<file path="src/design/jse_pkg.sv">
// shared types, character constants and helper functions for the json string escaper
// no dependencies; imported by every module of the block
package jse_pkg;

   // character codes
   localparam logic [7:0] QUOTE_CHAR  = 8'h22;
   localparam logic [7:0] BSLASH_CHAR = 8'h5C;
   localparam logic [7:0] U_CHAR      = 8'h75;
   localparam logic [7:0] ZERO_CHAR   = 8'h30;
   localparam logic [7:0] LOWER_A     = 8'h61;
   localparam logic [7:0] CTRL_LIMIT  = 8'h20;
   localparam logic [7:0] ASCII_LIMIT = 8'h80;

   // descriptor queue geometry
   localparam int QUEUE_DEPTH = 4;
   localparam int QUEUE_PTR_W = $clog2(QUEUE_DEPTH);
   localparam int QUEUE_CNT_W = $clog2(QUEUE_DEPTH + 1);

   // escape class of one item
   typedef enum logic [1:0] {
      KIND_PLAIN   = 2'd0,
      KIND_SHORT   = 2'd1,
      KIND_UNICODE = 2'd2,
      KIND_EMPTY   = 2'd3
   } kind_type;

   // classified item handed from front to back
   typedef struct packed {
      kind_type   kind;
      logic [7:0] data;
      logic       open_quote;
      logic       close_quote;
   } desc_type;

   // queue status seen by the front
   typedef struct packed {
      logic push;
      logic full;
   } push_type;

   // queue head seen by the back
   typedef struct packed {
      logic     valid;
      desc_type desc;
   } head_type;

   // two-character escape letter, zero when the byte has none
   function automatic logic [7:0] short_code(input logic [7:0] b);
      logic [7:0] code;
      code = 8'h00;
      case (b)
         8'h22:   code = QUOTE_CHAR;
         8'h5C:   code = BSLASH_CHAR;
         8'h0A:   code = 8'h6E;
         8'h0D:   code = 8'h72;
         8'h09:   code = 8'h74;
         8'h08:   code = 8'h62;
         8'h0C:   code = 8'h66;
         default: code = 8'h00;
      endcase
      return code;
   endfunction

   // lower-case hex digit of one nibble
   function automatic logic [7:0] hex_digit(input logic [3:0] nib);
      logic [7:0] ch;
      if (nib < 4'd10) begin
         ch = ZERO_CHAR + {4'd0, nib};
      end else begin
         ch = LOWER_A + {4'd0, nib} - 8'd10;
      end
      return ch;
   endfunction

endpackage

</file>
<file path="src/design/jse_front.sv">
// front stage: accepts raw string bytes and classifies them into escape descriptors
// depends on jse_pkg; feeds jse_queue
module jse_front
   import jse_pkg::*;
(
   input  logic       clock,
   input  logic       reset,
   input  logic       req_valid,
   output logic       req_ready,
   input  logic [7:0] req_byte_value,
   input  logic       req_first_of_string,
   input  logic       req_last_of_string,
   input  logic       req_empty_string,
   input  logic       q_full,
   output push_type   push,
   output desc_type   push_desc
);

   logic     valid_ff;
   logic     valid_in;
   desc_type desc_ff;
   desc_type desc_in;
   logic [7:0] code;

   // classify the incoming item
   always_comb begin
      code = short_code(req_byte_value);
      desc_in.data        = (code != 8'h00) ? code : req_byte_value;
      desc_in.open_quote  = !req_empty_string && req_first_of_string;
      desc_in.close_quote = !req_empty_string && req_last_of_string;
      if (req_empty_string) begin
         desc_in.kind = KIND_EMPTY;
      end else if (code != 8'h00) begin
         desc_in.kind = KIND_SHORT;
      end else if (req_byte_value < CTRL_LIMIT || req_byte_value >= ASCII_LIMIT) begin
         desc_in.kind = KIND_UNICODE;
      end else begin
         desc_in.kind = KIND_PLAIN;
      end
   end

   // hand-off into the queue
   always_comb begin
      push.full = q_full;
      push.push = valid_ff && !q_full;
      req_ready = !valid_ff || !q_full;
      valid_in  = req_valid && req_ready ? 1'b1 : (push.push ? 1'b0 : valid_ff);
   end

   assign push_desc = desc_ff;

   always_ff @(posedge clock) begin
      if (reset) begin
         valid_ff <= 1'b0;
      end else begin
         valid_ff <= valid_in;
      end
   end

   always_ff @(posedge clock) begin
      if (req_valid && req_ready) begin
         desc_ff <= desc_in;
      end
   end

endmodule

</file>
<file path="src/design/jse_queue.sv">
// short descriptor queue between the front and the back
// depends on jse_pkg
module jse_queue
   import jse_pkg::*;
(
   input  logic     clock,
   input  logic     reset,
   input  push_type push,
   input  desc_type push_desc,
   input  logic     pop,
   output logic     full,
   output head_type head
);

   desc_type                 entry_ff [QUEUE_DEPTH];
   logic [QUEUE_PTR_W-1:0]   wr_ptr_ff;
   logic [QUEUE_PTR_W-1:0]   wr_ptr_in;
   logic [QUEUE_PTR_W-1:0]   rd_ptr_ff;
   logic [QUEUE_PTR_W-1:0]   rd_ptr_in;
   logic [QUEUE_CNT_W-1:0]   count_ff;
   logic [QUEUE_CNT_W-1:0]   count_in;

   // status and pointer updates
   always_comb begin
      full       = (count_ff == QUEUE_CNT_W'(QUEUE_DEPTH));
      head.valid = (count_ff != '0);
      head.desc  = entry_ff[rd_ptr_ff];
      wr_ptr_in  = push.push ? wr_ptr_ff + QUEUE_PTR_W'(1) : wr_ptr_ff;
      rd_ptr_in  = pop ? rd_ptr_ff + QUEUE_PTR_W'(1) : rd_ptr_ff;
      count_in   = count_ff + QUEUE_CNT_W'(push.push) - QUEUE_CNT_W'(pop);
   end

   always_ff @(posedge clock) begin
      if (reset) begin
         wr_ptr_ff <= '0;
         rd_ptr_ff <= '0;
         count_ff  <= '0;
      end else begin
         wr_ptr_ff <= wr_ptr_in;
         rd_ptr_ff <= rd_ptr_in;
         count_ff  <= count_in;
      end
   end

   // entry storage
   always_ff @(posedge clock) begin
      if (push.push) begin
         entry_ff[wr_ptr_ff] <= push_desc;
      end
   end

   // no push into a full queue
   assert property (@(posedge clock) disable iff (reset) push.push |-> !full)
      else $error("push while queue full");

   // no pop from an empty queue
   assert property (@(posedge clock) disable iff (reset) pop |-> head.valid)
      else $error("pop while queue empty");

   // occupancy tracks the pointers
   assert property (@(posedge clock) disable iff (reset)
      (count_ff != QUEUE_CNT_W'(QUEUE_DEPTH)) |->
         (wr_ptr_ff - rd_ptr_ff) == count_ff[QUEUE_PTR_W-1:0])
      else $error("queue count out of step with pointers");

endmodule

</file>
<file path="src/design/jse_back.sv">
// back stage: walks each descriptor and emits its escaped bytes one per cycle while rsp_ready holds
// depends on jse_pkg; pops jse_queue
module jse_back
   import jse_pkg::*;
(
   input  logic       clock,
   input  logic       reset,
   input  head_type   head,
   output logic       pop,
   output logic       rsp_valid,
   input  logic       rsp_ready,
   output logic [7:0] rsp_out_byte,
   output logic       rsp_last_of_run
);

   logic [2:0] step_ff;
   logic [2:0] step_in;
   logic       valid_ff;
   logic       valid_in;
   logic [7:0] byte_ff;
   logic [7:0] byte_in;
   logic       last_ff;
   logic       last_in;
   logic       advance;
   logic [7:0] body [8];
   logic [2:0] body_len;
   logic [3:0] run_len;
   logic [2:0] rel;
   logic       is_last;

   // escape body of the head descriptor
   always_comb begin
      for (int k = 0; k < 8; k++) begin
         body[k] = QUOTE_CHAR;
      end
      body_len = 3'd1;
      case (head.desc.kind)
         KIND_PLAIN: begin
            body[0]  = head.desc.data;
            body_len = 3'd1;
         end
         KIND_SHORT: begin
            body[0]  = BSLASH_CHAR;
            body[1]  = head.desc.data;
            body_len = 3'd2;
         end
         KIND_UNICODE: begin
            body[0]  = BSLASH_CHAR;
            body[1]  = U_CHAR;
            body[2]  = ZERO_CHAR;
            body[3]  = ZERO_CHAR;
            body[4]  = hex_digit(head.desc.data[7:4]);
            body[5]  = hex_digit(head.desc.data[3:0]);
            body_len = 3'd6;
         end
         KIND_EMPTY: begin
            body_len = 3'd2;
         end
         default: begin
            body_len = 3'd1;
         end
      endcase
   end

   // pick the byte at the current step
   always_comb begin
      run_len = {1'b0, body_len} + {3'd0, head.desc.open_quote}
                + {3'd0, head.desc.close_quote};
      rel     = step_ff - {2'd0, head.desc.open_quote};
      is_last = ({1'b0, step_ff} == run_len - 4'd1);
      if (head.desc.open_quote && step_ff == 3'd0) begin
         byte_in = QUOTE_CHAR;
      end else if (rel < body_len) begin
         byte_in = body[rel];
      end else begin
         byte_in = QUOTE_CHAR;
      end
   end

   // output register and step sequencing
   always_comb begin
      advance  = !valid_ff || rsp_ready;
      pop      = advance && head.valid && is_last;
      last_in  = is_last;
      valid_in = advance ? head.valid : valid_ff;
      step_in  = step_ff;
      if (advance && head.valid) begin
         step_in = is_last ? 3'd0 : step_ff + 3'd1;
      end
   end

   always_ff @(posedge clock) begin
      if (reset) begin
         valid_ff <= 1'b0;
         step_ff  <= 3'd0;
      end else begin
         valid_ff <= valid_in;
         step_ff  <= step_in;
      end
   end

   always_ff @(posedge clock) begin
      if (advance && head.valid) begin
         byte_ff <= byte_in;
         last_ff <= last_in;
      end
   end

   assign rsp_valid       = valid_ff;
   assign rsp_out_byte    = byte_ff;
   assign rsp_last_of_run = last_ff;

   // step never runs past the run of the head item
   assert property (@(posedge clock) disable iff (reset)
      head.valid |-> ({1'b0, step_ff} < run_len))
      else $error("step beyond escaped run");

   // a run ends exactly when its descriptor leaves the queue
   assert property (@(posedge clock) disable iff (reset)
      pop |=> (rsp_valid && rsp_last_of_run && step_ff == 3'd0))
      else $error("pop without closing output byte");

   // step is back at zero whenever nothing is waiting
   assert property (@(posedge clock) disable iff (reset)
      !head.valid |-> step_ff == 3'd0)
      else $error("step left mid-run with empty queue");

endmodule

</file>
<file path="src/design/json_string_byte_escaper.sv">
// top level of the json string escaper: front classifier, descriptor queue, back sequencer
// depends on jse_pkg, jse_front, jse_queue and jse_back
//
// One raw string byte comes in per item and leaves as its JSON-escaped text, one byte per
// cycle on the rsp_ channel while rsp_ready holds, with rsp_last_of_run marking the final
// byte of each item. An item produces one output byte for printable ASCII, two for a short
// escape or an empty string, six for a \u00xx escape, plus one for each opening or closing
// quote, so 1 to 8 bytes in all; the back sequencer emits them through its single output
// byte register. Items are taken one per cycle while the four-entry descriptor queue has
// room, so bursts of input are absorbed while long escapes drain. An accepted item passes
// through the front register, a queue entry and the back output byte register in order.
module json_string_byte_escaper
   import jse_pkg::*;
(
   input  logic       clock,
   input  logic       reset,
   input  logic       req_valid,
   output logic       req_ready,
   input  logic [7:0] req_byte_value,
   input  logic       req_first_of_string,
   input  logic       req_last_of_string,
   input  logic       req_empty_string,
   output logic       rsp_valid,
   input  logic       rsp_ready,
   output logic [7:0] rsp_out_byte,
   output logic       rsp_last_of_run
);

   push_type push;
   desc_type push_desc;
   head_type head;
   logic     q_full;
   logic     pop;

   // accept and classify
   jse_front u_front (
      .clock               (clock),
      .reset               (reset),
      .req_valid           (req_valid),
      .req_ready           (req_ready),
      .req_byte_value      (req_byte_value),
      .req_first_of_string (req_first_of_string),
      .req_last_of_string  (req_last_of_string),
      .req_empty_string    (req_empty_string),
      .q_full              (q_full),
      .push                (push),
      .push_desc           (push_desc)
   );

   // decoupling queue
   jse_queue u_queue (
      .clock     (clock),
      .reset     (reset),
      .push      (push),
      .push_desc (push_desc),
      .pop       (pop),
      .full      (q_full),
      .head      (head)
   );

   // emit escaped bytes
   jse_back u_back (
      .clock           (clock),
      .reset           (reset),
      .head            (head),
      .pop             (pop),
      .rsp_valid       (rsp_valid),
      .rsp_ready       (rsp_ready),
      .rsp_out_byte    (rsp_out_byte),
      .rsp_last_of_run (rsp_last_of_run)
   );

endmodule

</file>
<file path="config.mk">
export PLATFORM = sky130hd
export DESIGN_NAME = json_string_byte_escaper
export DESIGN_NICKNAME = d
export VERILOG_FILES = /design/src/design/jse_pkg.sv /design/src/design/jse_front.sv /design/src/design/jse_queue.sv /design/src/design/jse_back.sv /design/src/design/json_string_byte_escaper.sv
export SDC_FILE = /design/constraint.sdc
export NUM_CORES = 1
export LEC_CHECK = 0
export ABC_AREA = 1
export BUFFER_PORTS_ARGS = -buffer_cell sky130_fd_sc_hd__buf_2
export CAP_MARGIN = 20
export CORE_ASPECT_RATIO = 1.75
export CORE_MARGIN = 2
export CORE_UTILIZATION = 65
export CTS_BUF_LIST = sky130_fd_sc_hd__clkbuf_16
export DETAILED_ROUTE_END_ITERATION = 10
export PLACE_DENSITY = 0.84
export SLEW_MARGIN = 20
export SYNTH_ARGS = -nofsm -noshare
export SYNTH_HDL_FRONTEND = slang
export SYNTH_HIERARCHICAL = 1
export SYNTH_SLANG_ARGS = --single-unit
</file>
<file path="constraint.sdc">
create_clock -name clock -period 8.74 [get_ports clock]
set_clock_uncertainty 0.05 [all_clocks]
set_input_delay 0.874 -clock clock [delete_from_list [all_inputs] [get_ports clock]]
set_output_delay 0.874 -clock clock [all_outputs]
set_load 0.02 [all_outputs]
</file>
Word-level counts from Yosys, hierarchy flattened
Memories as Yosys holds them, arrays and structs flattened. A register that Yosys moved wholly into a read port is not among the register bits.
Cells that the tools add are included.
{"block": "totals", "register_bits": 33, "ram_bits": 48, "in_bits": 15, "elab_cells": 92, "memories": 1}
{"block": "op_classes", "n_addsub": 15, "n_lt_le_gt_ge": 6, "eq_ne": 12, "mux": 20, "bitwise_logic": 2, "n_reduce_logical": 23}
{"memory": "u_queue.entry_ff", "depth": 4, "width": 12, "read_ports": 1, "rd_clocked_by_memory_dff": 1, "write_ports": 1, "line": "jse_queue.sv:15", "source": "desc_type entry_ff [QUEUE_DEPTH];"}
{"op": "one-hot mux 7 bit (7 select lines)", "n": 1}
{"op": "== test 8 x 4 -> 1 bit, second input constant", "n": 5}
{"op": "two-way mux 8 bit", "n": 5}
{"op": "one-hot mux 8 bit (2 select lines)", "n": 2}
{"op": "two-way mux 29 bit", "n": 1}
{"op": "binary-select mux 8 bit (select 3 bit)", "n": 1}
{"op": "adder 7 x 4 -> 8 bit, first input constant", "n": 2}
{"op": "subtractor 8 x 4 -> 8 bit, second input constant", "n": 2}
{"op": "adder 6 x 4 -> 7 bit, first input constant", "n": 2}
{"op": "one-hot mux 3 bit (3 select lines)", "n": 1}
{"op": "== test 8 x 6 -> 1 bit, second input constant", "n": 1}
{"op": "== test 8 x 7 -> 1 bit, second input constant", "n": 1}
{"op": "greater-or-equal comparator 8 bit, second input constant", "n": 1}
{"op": "less-than comparator 4 bit, second input constant", "n": 2}
{"op": "less-than comparator 8 x 6 -> 1 bit, second input constant", "n": 1}
{"op": "two-way mux 2 bit", "n": 4}
{"op": "nonzero test 8 bit", "n": 1}
{"op": "OR reduction 2 bit", "n": 4}
{"op": "logical AND 1 bit", "n": 7}
{"op": "subtractor 3 x 1 -> 3 bit", "n": 2}
{"op": "adder 2 x 1 -> 2 bit, second input constant", "n": 2}
{"op": "adder 3 x 1 -> 4 bit", "n": 1}
{"op": "adder 4 x 1 -> 4 bit", "n": 1}
{"op": "== test 2 bit, second input constant", "n": 2}
{"op": "18 further kinds", "n": 26}

Depth between registers and ports, before layout
Gate-level depths: netlist of the first run.
{"block": "logic_depth", "word_depth": 10, "ltp_mapped": 25, "ltp_nobuf": 25}

Cells and area by module
The synthesis of the first run kept the hierarchy.
{"mod": "jse_queue", "instances": 1, "cells_per_inst": 195, "area_each_um2": 2418.6, "seq_area_each_um2": 1621.6}
{"mod": "jse_back", "instances": 1, "cells_per_inst": 209, "area_each_um2": 1415.1, "seq_area_each_um2": 350.3}
{"mod": "jse_front", "instances": 1, "cells_per_inst": 90, "area_each_um2": 789.5, "seq_area_each_um2": 380.4}

Least setup slack after synthesis of the first run
OpenSTA, ideal clock, no wires.
{"block": "synth_path", "path_type": "register -> register", "start": "register (tool-made name)", "end": "register u_queue.count_ff[2]", "t_arrival_ns": 3.359, "required_time_ns": 8.575, "path_slack_ns": 5.216, "stages_incl_launch_ff": 24, "n_path_buf": 2, "synth_period_minus_slack_ns": 3.524, "path_cell_list": "dfxtp_1 -> buf_6 -> buf_12 -> o211ai_2 -> nand2_1 -> inv_1 -> ha_1 -> inv_2 -> ha_1 -> inv_1 -> ha_1 -> ha_1 -> inv_1 -> nand3_1 -> nand3_1 -> nand2_1 -> nand3_1 -> inv_1 -> ha_1 -> inv_1 -> ha_1 -> fa_1 -> a21oi_1 -> nor2_1"}
{"item": "end signal: assignment", "line": "jse_queue.sv:41", "source": "count_ff <= count_in;"}
{"item": "end: declaration", "line": "jse_queue.sv:20", "source": "logic [QUEUE_CNT_W-1:0] count_ff;"}

==> impl_metrics.py, run 1 <==
metrics = {
    "sta": {
        "fmax_mhz": 229.9,
        "timing.final.crit_share_pct": 49.76,
        "rsz0062_at_grt": "no",
        "timing.final.hold_violations": 0,
        "finalSetupViolations": 0,
        "relSlewSlack_pct": 30.07,
        "worstMarginPinSlew_ns": 1.047,
        "maxSlewViolCount": 0,
        "fin_setup_tns_ns": 0,
        "worst_slack_ns": 4.391,
        "finalCriticalPeriod_ns": 4.349,
    },
    "clock_tree": {
        "cts_hold_buf": 0,
        "cts_setup_buffers": 0,
        "clkSinkCount": 83,
        "clk_pin_slew_ns": 0.06,
        "h-tree-depth": 3,
        "cts_buffer_depth": 2,
        "insertion_delay_ns": 0.33,
        "postCtsResizedCells": 0,
        "cts_tree": "done",
        "numCtsBuffers": 9,
        "cts-root-buf": "clkbuf_16",
    },
    "detailed_routing": {
        "via_per_inst": 5.619,
        "route.vias.total": 3411,
        "ant_nets": 0,
        "wl_microns": 8840,
        "routedWlPerCell_microns": 14.56,
        "drt_first_iter_violations": 331,
        "post-route-drc-count": 0,
        "drt-pass1-iter-count": 7,
    },
    "synthesis": {
        "yosys_warnings": 6,
        "netlist_area_sq_um": 4616,
        "syn_nets": 534,
        "syn_avg_cell_area_sq_um": 9.362,
        "synthCells": 493,
    },
    "floorplan": {
        "num_rows": 40,
        "start_util_pct": 67.32,
        "core_area_sq_um": 6857,
        "die-area_sq_um": 7818,
        "die_y_microns": 115.5,
        "die_x_microns": 67.70,
        "pin_count": 26,
    },
    "worst_hold_path": {
        "hp-class": "register to register",
        "hp-start": "u_queue/rd_ptr_ff[1]",
    },
    "grt": {
        "grt_pass1_vias": 3348,
        "grt_antenna_before_repair": 0,
        "grtUsageTotal_pct": 25.01,
        "gr-total-overflow": 0,
        "grt_pass1_wl_microns": 14430,
        "grt_max_degree": 49,
    },
    "power": {
        "swShare_pct": 35.80,
        "power.leakage_nw": 2.258,
        "p_clk_share_pct": 28.5,
        "p_comb_share_pct": 35.7,
        "internal_power_w": 0.0009340,
        "ir_worst_vdd_mv": 0.1650,
        "cellPowerDensity_nw_per_um2": 286.5,
        "p_seq_share_pct": 35.7,
        "power_switching_w": 0.0005208,
    },
    "final_layout": {
        "fill_cells": 440,
        "n_antenna_cell": 0,
        "final_util_pct": 74.05,
        "final_nets": 560,
        "syn_to_final_growth_pct": 10.00,
        "final_common_cell": "nand2_1",
        "fin_cells": 607,
        "layout_common_cells": "109 x nand2_1, 80 x inv_1, 69 x edfxtp_1",
        "layout-drive-gt1-share_pct": 16.25,
        "final_area_sq_um": 5077,
    },
    "run": {
        "maxCapViolCount": 0,
    },
    "place": {
        "pre_cts_ws_ns": 4.458,
        "port_buffers": 25,
        "dp_hpwl_microns": 6232,
        "numPlacedInstances": 592,
        "place_congestion": 0.9219,
        "placed_area_sq_um": 4742,
    },
    "critical_path": {
        "max_stage_delay_ns": 1.01,
        "path_class": "register to register",
        "cp_max_fo": 24,
        "cp-end-kind": "register",
        "start_kind": "register",
        "critPathRequiredTime_ns": 8.92,
        "crit_arrival_ns": 4.52,
        "cpMaxStageDelayCell": "dfxtp_1",
        "critical_path.most_common_cell": "ha_1",
        "path_cells": "a21oi_1, o21ai_0, nand2_1, inv_1, ha_1, inv_2, ha_1, inv_1, ha_1, ha_1, inv_1, nand3_1, nand3_1, nand2_1, nand3_1, inv_1, ha_1, inv_1, ha_1, fa_1, a21oi_1, nor2_1",
    },
    "status": {
        "status": "finished clean",
    },
}
-- metrics by stage --
| step | hold slack (ns) | total power [W] |
|---|---|---|
| floorplan | 0.3856 | 0.0009231 |
| global placement | 0.4066 | 0.001002 |
| finish | 0.4215 | 0.001455 |
| CTS | 0.4197 | 0.001449 |
| detailed placement | 0.4085 | 0.001026 |
| global route | 0.4469 | 0.001538 |
-- power groups by stage --
| stage | clock [W] | sequential [W] | combinational (W) |
|---|---|---|---|
| global route | 0.000434 | 0.000527 | 0.000577 |
| detailed placement | 0 | 0.000528 | 0.000498 |
| global placement | 0 | 0.000525 | 0.000478 |
| finish | 0.000415 | 0.000520 | 0.000520 |
| floorplan | 0 | 0.000552 | 0.000371 |
| CTS | 0.000421 | 0.000520 | 0.000508 |
-- sequential cells by signal (all words and copies together) (netlist names), named ones only --
name,flops
u_back/rsp_last_of_run,1
u_back/rsp_out_byte,8
u_back/rsp_valid,1
u_back/step_ff,3
u_front/push_desc,12
u_front/valid_ff,1
u_queue/count_ff,3
u_queue/entry_ff,48
u_queue/rd_ptr_ff,2
u_queue/wr_ptr_ff,2
-- critical path, delay by kind of cell, from the launching register on --
family          cells  cell delay [ns]
buf+inv             6             0.48
fa+ha+maj           7             1.85
flops               1             1.01
compound gates      3             0.33
simple gates        6             0.51
-- final timing paths --
path                         endpoint  slack (ns)  cells past startpoint
setup / recovery  u_queue/count_ff[2]        4.39                     22
hold / removal               register        0.42                      2
setup reg to reg  u_queue/count_ff[2]        4.39                     22
hold reg to reg              register        0.42                      2
-- layer usage --
metal / global-route usage, % / share of wire, %
met1: 24.47 / 35
met2: 46.14 / 56
met3: 5.146 / 4.5
met4: 14.83 / 4.4
met5: 0 / 0
-- area by class of cell --
cell class | instances | area [sq um] | area share (%)
multi-input combinational | 304 | 1799 | 35.44
clock inverter | 6 | 106.4 | 2.095
clock buffer | 9 | 225.2 | 4.436
sequential | 83 | 2352 | 46.33
inverter | 95 | 356.6 | 7.023
timing repair buffer | 26 | 132.6 | 2.612
tap | 84 | 105.1 | 2.070
(Power assumes the default switching activity.)
==> run 2: changes to the inputs <==
Settings changed: CORE_UTILIZATION 65 to 61, PLACE_DENSITY 0.84 to 0.8.
Clock period 8.74 ns to 4.35 ns, I/O delays scaled along.
==> run 2 against run 1 <==
Sequential power rose by 100%. Highest routed layer unchanged. Final cell count rose by 0.99%. Die area rose by 6.2%. Critical path type unchanged.
==> impl_metrics.py, run 2 (same netlist as run 1, synthesis figures left out) <==
metrics = {
    "sta": {
        "holdWs_ns": 0.2535,
        "fmax_mhz": 248.2,
        "timing.final.hold_violations": 0,
        "finalCriticalPeriod_ns": 4.028,
        "rsz0062_at_grt": "no",
        "worstMarginPinSlew_ns": 0.7520,
        "finalSetupViolations": 0,
        "fin_setup_tns_ns": 0,
        "maxSlewViolCount": 0,
        "timing.final.crit_share_pct": 92.61,
        "relSlewSlack_pct": 49.86,
    },
    "worst_hold_path": {
        "hp-class": "input port to register",
        "hp-start": "req_byte_value[7]",
    },
    "grt": {
        "gr-total-overflow": 0,
        "grt_max_degree": 33,
        "grt_pass1_vias": 3327,
        "grt_pass1_wl_microns": 14060,
        "grt_antenna_before_repair": 0,
        "grtUsageTotal_pct": 21.68,
    },
    "final_layout": {
        "layout_common_cells": "109 x nand2_1, 81 x inv_1, 69 x edfxtp_1",
        "fill_cells": 553,
        "largest_reg_flops": 48,
        "final_common_cell": "nand2_1",
        "syn_to_final_growth_pct": 9.840,
        "layout-drive-gt1-share_pct": 16.57,
        "n_antenna_cell": 0,
        "top_register": "u_queue/entry_ff",
        "final_nets": 561,
    },
    "clock_tree": {
        "cts-root-buf": "clkbuf_16",
        "numCtsBuffers": 9,
        "cts_setup_buffers": 0,
        "postCtsResizedCells": 0,
        "insertion_delay_ns": 0.33,
        "cts_buffer_depth": 2,
        "clk_pin_slew_ns": 0.06,
        "cts_tree": "done",
        "cts_hold_buf": 0,
        "clkSinkCount": 83,
        "h-tree-depth": 3,
    },
    "critical_path": {
        "regToRegSetupSlack_ns": 0.32,
        "path_class": "register to register",
        "critPathRequiredTime_ns": 4.53,
        "start_kind": "register",
        "crit_arrival_ns": 4.21,
        "cp-end-kind": "register",
        "cp_max_fo": 17,
    },
    "status": {
        "status": "finished clean",
    },
    "floorplan": {
        "pin_count": 26,
        "start_util_pct": 61.85,
        "core_area_sq_um": 7462,
        "die-area_sq_um": 8306,
        "die_y_microns": 119.1,
        "die_x_microns": 69.76,
        "num_rows": 42,
    },
    "detailed_routing": {
        "route.vias.total": 3340,
        "wl_microns": 8359,
        "drt-pass1-iter-count": 5,
        "via_per_inst": 5.449,
        "post-route-drc-count": 0,
        "ant_nets": 0,
        "routedWlPerCell_microns": 13.64,
        "drt_first_iter_violations": 241,
    },
    "place": {
        "place_congestion": 0.8758,
        "port_buffers": 25,
        "dp_hpwl_microns": 6182,
    },
    "run": {
        "maxCapViolCount": 0,
    },
    "power": {
        "cellPowerDensity_nw_per_um2": 561.4,
        "ir_worst_vdd_mv": 0.2989,
        "power.leakage_nw": 2.260,
    },
}
run 2: changes by cell type in the layout (fill, tap and decap cells not counted), sizes merged:
cell	before	now
bufinv	3	2
clkinv	4	5
inv	94	95
buf	26	27
run 2: worst paths after layout:
path | depth (start not counted) | end
max reg2reg | 22 | u_queue/count_ff[2]
max | 22 | u_queue/count_ff[2]
min | 1 | u_front/push_desc[9]
min reg2reg | 2 | register
run 2: through the flow:
step / power, W / setup WS, ns / std cells / cell area, sq um / utilization, %
3_3_place_gp: 0.002021 / 0.5721 / 597 / 4755 / 63.72
2_1_floorplan: 0.001855 / 0.8259 / 493 / 4616 / -
5_1_grt: 0.003026 / 0.0001066 / 613 / 5070 / 67.94
6_report: 0.002846 / 0.3216 / 613 / 5070 / 67.94
4_1_cts: 0.002858 / 0.3218 / 613 / 5070 / 67.94
3_5_place_dp: 0.002065 / 0.3666 / 597 / 4758 / 63.77
run 2: final cells by class:
cell class                 count  area (sq um)  area share, %
sequential                    83          2352          46.40
multi-input combinational    304          1799          35.49
inverter                      95         356.6          7.034
clock buffer                   9         225.2          4.442
timing repair buffer          27         140.1          2.764
tap                           88         110.1          2.172
clock inverter                 7         86.33          1.703
run 2: routing by layer:
metal	vias up	global-route usage (%)	share of wire [%]	wire, microns
li1	1676	-	-	-
met1	1545	20.51	35	2966
met2	89	40.50	57	4748
met3	30	4.822	3.4	286
met4	0	14.42	4.3	358
met5	-	0	0	0
run 2: power breakdown:
part           internal [W]  total (W)  switching, W  leakage, nW
registers           0.00100    0.00105     0.0000521        0.751
logic              0.000322    0.00101      0.000691         1.35
clock network      0.000497   0.000781      0.000284        0.162
run 2: worst max-delay path, cell delays in order, from the launching register on:
cell      delay (ns)
dfxtp_1         0.67
nand2_1         0.17
o211ai_2        0.09
nand2_1         0.11
inv_1           0.14
ha_1            0.30
inv_2           0.09
ha_1            0.27
inv_1           0.04
ha_1            0.19
ha_1            0.19
inv_1           0.06
nand3_1         0.09
nand3_1         0.07
nand2_1         0.07
nand3_1         0.10
inv_1           0.11
ha_1            0.29
inv_1           0.04
ha_1            0.19
fa_1            0.38
a21oi_1         0.14
nor2_1          0.06
